**config.mk**
```make
export PLATFORM = sky130hd
export DESIGN_NAME = pbr_ctrl
export DESIGN_NICKNAME = d
export VERILOG_FILES = /design/src/hdl/pbr_pkg.sv /design/src/hdl/pbr_ctrl.sv
export SDC_FILE = /design/constraint.sdc
export NUM_CORES = 1
export LEC_CHECK = 0
export ABC_AREA = 1
export ABC_CLOCK_PERIOD_IN_PS = 1300
export BUFFER_PORTS_ARGS = -buffer_cell sky130_fd_sc_hd__buf_4
export CORE_AREA = 2 2 39 41
export CTS_CLUSTER_SIZE = 28
export DETAILED_ROUTE_END_ITERATION = 10
export DIE_AREA = 0 0 41 43
export PLACE_DENSITY_LB_ADDON = 0.25
export SLEW_MARGIN = 40
export SYNTH_ARGS = -nofsm -noshare
export SYNTH_HDL_FRONTEND = slang
export SYNTH_SLANG_ARGS = --single-unit
```
**constraint.sdc**
```tcl
create_clock -name clk -period 1.3 [get_ports clk]
set_clock_uncertainty 0.1 [all_clocks]
set_input_delay 0.13 -clock clk [delete_from_list [all_inputs] [get_ports clk]]
set_output_delay 0.13 -clock clk [all_outputs]
set_load 0.05 [all_outputs]
```
**src/hdl/pbr_pkg.sv**
```systemverilog
// ---------------------------------------------------------------------------
// pbr_pkg
// Shared types, constants and command/status bundles for the pulse beat and
// rate detector.
// ---------------------------------------------------------------------------
`default_nettype none

package pbr_pkg;

    // smoothing window and sample format
    localparam int AVG_WINDOW  = 7;
    localparam int SAMPLE_BITS = 12;
    localparam int IDX_BITS    = (AVG_WINDOW > 1) ? $clog2(AVG_WINDOW) : 1;
    localparam int FILL_BITS   = $clog2(AVG_WINDOW + 1);
    localparam int SUM_BITS    = SAMPLE_BITS + FILL_BITS;

    // timing and rate formats
    localparam int TIME_BITS   = 32;
    localparam int REFR_BITS   = 16;
    localparam int RATE_BITS   = 8;
    localparam int INST_BITS   = 16;
    localparam int AVG_BITS    = 24;
    localparam int Q_FRAC_BITS = 16;

    // shared serial divider
    localparam int DIV_BITS     = 28;
    localparam int DIVISOR_BITS = 32;
    localparam int DIV_CNT_BITS = $clog2(DIV_BITS + 1);

    // divide by ten as multiply by ceil(2^31 / 10), exact for 28-bit blends
    localparam int PROD_BITS   = 2 * DIV_BITS;
    localparam int BLEND_SHIFT = 31;

    localparam logic [INST_BITS-1:0] MS_PER_MINUTE = 16'd60000;
    localparam logic [AVG_BITS-1:0]  Q_HALF        = 24'h008000;
    localparam logic [DIV_BITS-1:0]  BLEND_RECIP   = 28'hCCCCCCD;
    localparam logic [DIV_BITS-1:0]  BLEND_ROUND   = 28'd5;

    // configuration port
    localparam int CFG_INDEX_BITS = 3;
    localparam int CFG_DATA_BITS  = 16;

    localparam logic [CFG_INDEX_BITS-1:0] REG_HIGH_THRESHOLD = 3'd0;
    localparam logic [CFG_INDEX_BITS-1:0] REG_LOW_THRESHOLD  = 3'd1;
    localparam logic [CFG_INDEX_BITS-1:0] REG_REFRACTORY_MS  = 3'd2;
    localparam logic [CFG_INDEX_BITS-1:0] REG_RATE_MIN       = 3'd3;
    localparam logic [CFG_INDEX_BITS-1:0] REG_RATE_MAX       = 3'd4;

    localparam logic [SAMPLE_BITS-1:0] HIGH_THRESHOLD_RST = 12'd2200;
    localparam logic [SAMPLE_BITS-1:0] LOW_THRESHOLD_RST  = 12'd1800;
    localparam logic [REFR_BITS-1:0]   REFRACTORY_MS_RST  = 16'd320;
    localparam logic [RATE_BITS-1:0]   RATE_MIN_RST       = 8'd40;
    localparam logic [RATE_BITS-1:0]   RATE_MAX_RST       = 8'd180;

    // input and result words
    typedef struct packed {
        logic [SAMPLE_BITS-1:0] sample;
        logic [TIME_BITS-1:0]   time_ms;
    } in_word_t;

    typedef struct packed {
        logic [SAMPLE_BITS-1:0] smoothed;
        logic                   beat;
        logic                   rate_updated;
        logic [RATE_BITS-1:0]   rate_bpm;
        logic                   led;
    } out_word_t;

    // which division the shared divider runs
    typedef enum logic [1:0] {
        DIV_SM,
        DIV_RATE
    } div_sel_t;

    // controller to datapath
    typedef struct packed {
        logic     load_in;
        logic     ring_upd;
        logic     div_start;
        div_sel_t div_sel;
        logic     sm_latch;
        logic     detect;
        logic     inst_latch;
        logic     blend;
        logic     avg_mul;
        logic     avg_latch;
        logic     out_load;
    } pbr_cmd_t;

    // datapath to controller
    typedef struct packed {
        logic div_done;
        logic rate_go;
        logic in_range;
    } pbr_status_t;

endpackage : pbr_pkg

`default_nettype wire

```
**src/hdl/pbr_ctrl.sv**
```systemverilog
// ---------------------------------------------------------------------------
// pbr_ctrl
// Sequencer for one word: ring update, smoothing divide, beat test, rate
// divide on a later beat, blend if in range, hand-off to the result register.
// ---------------------------------------------------------------------------
`default_nettype none

module pbr_ctrl
    import pbr_pkg::*;
(
    input  wire logic        clk,
    input  wire logic        rst_n,
    input  wire logic        in_valid,
    output logic             in_ready,
    output logic             out_valid,
    input  wire logic        out_ready,
    input  wire pbr_status_t status,
    output pbr_cmd_t         cmd
);

    typedef enum logic [3:0] {
        S_IDLE,
        S_RING,
        S_SM_START,
        S_SM_WAIT,
        S_DETECT,
        S_RATE_START,
        S_RATE_WAIT,
        S_RANGE,
        S_AVG_MUL,
        S_AVG_LATCH,
        S_FINISH
    } state_t;

    state_t state_reg, state_next;
    logic   out_valid_reg, out_valid_next;
    logic   out_free;

    assign out_free = !out_valid_reg || out_ready;

    // next state and commands
    always_comb
    begin
        state_next     = state_reg;
        out_valid_next = out_valid_reg && !out_ready;
        cmd            = '0;
        cmd.div_sel    = DIV_SM;
        case (state_reg)
            S_IDLE:
            begin
                if (in_valid)
                begin
                    cmd.load_in = 1'b1;
                    state_next  = S_RING;
                end
            end
            S_RING:
            begin
                cmd.ring_upd = 1'b1;
                state_next   = S_SM_START;
            end
            S_SM_START:
            begin
                cmd.div_start = 1'b1;
                cmd.div_sel   = DIV_SM;
                state_next    = S_SM_WAIT;
            end
            S_SM_WAIT:
            begin
                if (status.div_done)
                begin
                    cmd.sm_latch = 1'b1;
                    state_next   = S_DETECT;
                end
            end
            S_DETECT:
            begin
                cmd.detect = 1'b1;
                state_next = status.rate_go ? S_RATE_START : S_FINISH;
            end
            S_RATE_START:
            begin
                cmd.div_start = 1'b1;
                cmd.div_sel   = DIV_RATE;
                state_next    = S_RATE_WAIT;
            end
            S_RATE_WAIT:
            begin
                if (status.div_done)
                begin
                    cmd.inst_latch = 1'b1;
                    state_next     = S_RANGE;
                end
            end
            S_RANGE:
            begin
                if (status.in_range)
                begin
                    cmd.blend  = 1'b1;
                    state_next = S_AVG_MUL;
                end
                else
                begin
                    state_next = S_FINISH;
                end
            end
            S_AVG_MUL:
            begin
                cmd.avg_mul = 1'b1;
                state_next  = S_AVG_LATCH;
            end
            S_AVG_LATCH:
            begin
                cmd.avg_latch = 1'b1;
                state_next    = S_FINISH;
            end
            S_FINISH:
            begin
                if (out_free)
                begin
                    cmd.out_load   = 1'b1;
                    out_valid_next = 1'b1;
                    state_next     = S_IDLE;
                end
            end
            default:
            begin
                state_next = S_IDLE;
            end
        endcase
    end

    // state and output valid
    always_ff @(posedge clk or negedge rst_n)
    begin
        if (!rst_n)
        begin
            state_reg     <= S_IDLE;
            out_valid_reg <= 1'b0;
        end
        else
        begin
            state_reg     <= state_next;
            out_valid_reg <= out_valid_next;
        end
    end

    assign in_ready  = (state_reg == S_IDLE);
    assign out_valid = out_valid_reg;

endmodule : pbr_ctrl

`default_nettype wire

```
==> impl_metrics.csv <==
group,metric,value,unit
timing,drv_slew,0,
logic_synthesis,ys_seq_elements,5,
cells_and_area,antenna_cells,0,
worst_setup_path,end_kind,"primary output",
timing,worst_slack,-0.221,ns
timing,worst_hold_slack,0.124,ns
global_routing,grt_usage,20.1,%
logic_synthesis,netlist_area,435,um^2
placement,dp_slack,-0.0653,ns
logic_synthesis,syn_inst,77,
routing,dr.pass1.iters,4,
clock_tree,cts_num_sinks,5,
worst_setup_path,startpoint_type,"flip-flop",
clock_tree,cts_made_buffers,3,
global_routing,antenna_found_initial,0,
routing,wl_per_cell,12.4,um
global_routing,grt_pass1_wl,2370,um
timing,max_freq,0.657,GHz
routing,via_count,655,
status,violations,"negative setup slack",
power_and_ir_drop,leakage,0.485,nW
logic_synthesis,synth_ff_type,"dfrtp_1",
floorplan,core,0.00138,mm^2
power_and_ir_drop,p_seq_share,13.7,%
global_routing,grt_max_degree,8,
cells_and_area,final_cells,132,
logic_synthesis,synth_top_cell_by_area,"dfrtp_1",
worst_setup_path,crit_type,"flip-flop to primary output",
worst_setup_path,r2r_cells,8,
run,max_cap_viol_count,0,
power_and_ir_drop,switching_share,56.2,%
worst_hold_path,min_path_type,"primary input to async pin",
floorplan,num_rows,14,
routing,drtAntennaViolNets,0,
timing,timing_hold_violations_final,0,
placement,io_buffers,19,
logic_synthesis,synth_top_area_share,28.7,%
routing,viasPerCell,4.96,
status,status,"complete, but fails checks",
power_and_ir_drop,p_switching,0.00153,W
timing,finalCritPeriodShare,117,%
cells_and_area,largest_reg_flops,4,
clock_tree,cts_tree,"built",
placement,dp_hpwl,996,um
logic_synthesis,syn_avg_cell_area,5.65,um^2
cells_and_area,fin_util,72.0,%
floorplan,die_h,43,um
timing,min_period,1.52,ns
cells_and_area,mostFrequentLayoutCell,"buf_4",
cells_and_area,nFillCells,103,
cells_and_area,seqCellArea,130,um^2
clock_tree,h-tree-depth,1,
floorplan,dieArea,0.00176,mm^2
global_routing,grt_pass1_vias,594,
placement,gp_congestion,0.882,
clock_tree,root_buffer,"clkbuf_4",
floorplan,io_pins,21,
placement,dp_cells,115,
timing,setup_viol,16,
logic_synthesis,yosys.cell_types.count,15,
power_and_ir_drop,p_per_area,2730,mW/mm^2
routing,drt_iter0_drc,34,
cells_and_area,final_cell_mix,"22 x buf_4, 16 x nand2_1, 13 x nor2_4",
logic_synthesis,synthArstFlopShare,100,%
worst_setup_path,critPathMaxFanout,5,
worst_setup_path,worst_ep_required_time,1.07,ns
floorplan,start_util,31.5,%
timing,rsz0062_at_grt,"yes",
timing,finalSetupTns,-2.61,ns
logic_synthesis,synth_nets,84,
routing,routed_wl,1640,um
power_and_ir_drop,vdd_ir_drop_max,1.17,mV
cells_and_area,layout.nets,124,
power_and_ir_drop,clockPowerShare,6.6,%
cells_and_area,area_growth,129,%
logic_synthesis,ys_top_cells_by_area,"dfrtp_1 29%, nand2_1 19%, nor2_1 13%, nand3_1 10%, inv_1 8.6%",
logic_synthesis,ys_seq_area_share,28.7,%
logic_synthesis,yosysWarnings,0,
clock_tree,insertion_delay,0.24,ns
global_routing,grt_overflow,0,
worst_setup_path,critPathArrivalTime,1.29,ns
power_and_ir_drop,internal_power,0.00119,W
floorplan,die_w,41,um
power_and_ir_drop,pwr-share-comb,79.8,%
logic_synthesis,synth_edf_count,0,
cells_and_area,drive_gt1_share,65.5,%
cells_and_area,multiInputGateArea,423,um^2
clock_tree,clkTransAtPathRegs,0.04,ns
clock_tree,cts.path.max_buffers,2,
routing,drc,0,
==> cells in the mapped netlist, types with 2 or more instances <==
cell type,n
dfrtp_1,5
inv_1,10
inv_2,3
nand2_1,22
nand2_2,3
nand3_1,9
nor2_1,15
nor2_2,2
o21ai_0,2
==> per-stage QoR <==
step | area [um^2] | total power (W)
final | 996 | 0.00272
after global routing | 996 | 0.00289
after CTS | 923 | 0.00251
after detailed placement | 723 | 0.00190
after global placement | 723 | 0.00190
after floorplan | 538 | 0.00153
==> per-layer routing <==
metal / global-route usage, % / wire length (um) / up-vias
met4: 14.0 / 35 / 0
li1: - / - / 316
met1: 23.6 / 599 / 307
met2: 31.3 / 926 / 28
met3: 3.14 / 77 / 4
met5: 0 / 0 / -
==> kinds of logic (layout without fill, tap and decap cells) <==
group                  Yosys count  in the layout  share of synthesized area [%]
and+or+nand+nor                 53             53                           52.0
buffers and inverters           14             53                           12.9
DFF                              5              5                           28.7
AOI/OAI and AO/OA                4              4                           5.46
other                            1              1                          0.861
==> what timing repair did <==
item	CTS	global route
hold buffers	2	0
setup buffers	7	4
hold endpoints to repair	6	0
resized for setup	30	11
endpoints found under the setup margin	15	16
pin swaps	5	6
==> path summary, 6_finish.rpt <==
check	slack, ns	start	to
max in group asynchronous	0.85	rst_n	state_reg[3]
worst min-delay path	0.12	rst_n	state_reg[1]
worst max register to register	-0.14	state_reg[2]	state_reg[1]
min in group clk	0.18	status[1]	state_reg[0]
worst min register to register	0.43	state_reg[1]	state_reg[1]
worst max-delay path	-0.22	state_reg[2]	cmd[9]
==> worst max-delay path, stage by stage, from the launching register on <==
cell and delay [ns]:
dfrtp_2 0.46, buf_4 0.17, nand2_8 0.07, o22ai_4 0.17, buf_6 0.18
==> cell type report <==
type                            count  share of cell area, %
Multi-Input combinational cell     58                   42.5
Timing Repair Buffer               36                   34.4
Sequential cell                     5                   13.1
Inverter                           13                   5.40
Clock buffer                        4                   2.64
Tap cell                           16                   2.01
==> power groups by stage <==
stage	Clock (W)	Sequential (W)	Combinational [W]
2_1_floorplan	0	0.000335	0.00120
3_3_place_gp	0	0.000329	0.00157
3_5_place_dp	0	0.000328	0.00158
4_1_cts	0.000191	0.000365	0.00196
5_1_grt	0.000200	0.000381	0.00231
6_report	0.000178	0.000373	0.00217
Power figures use the tool's default switching activity.
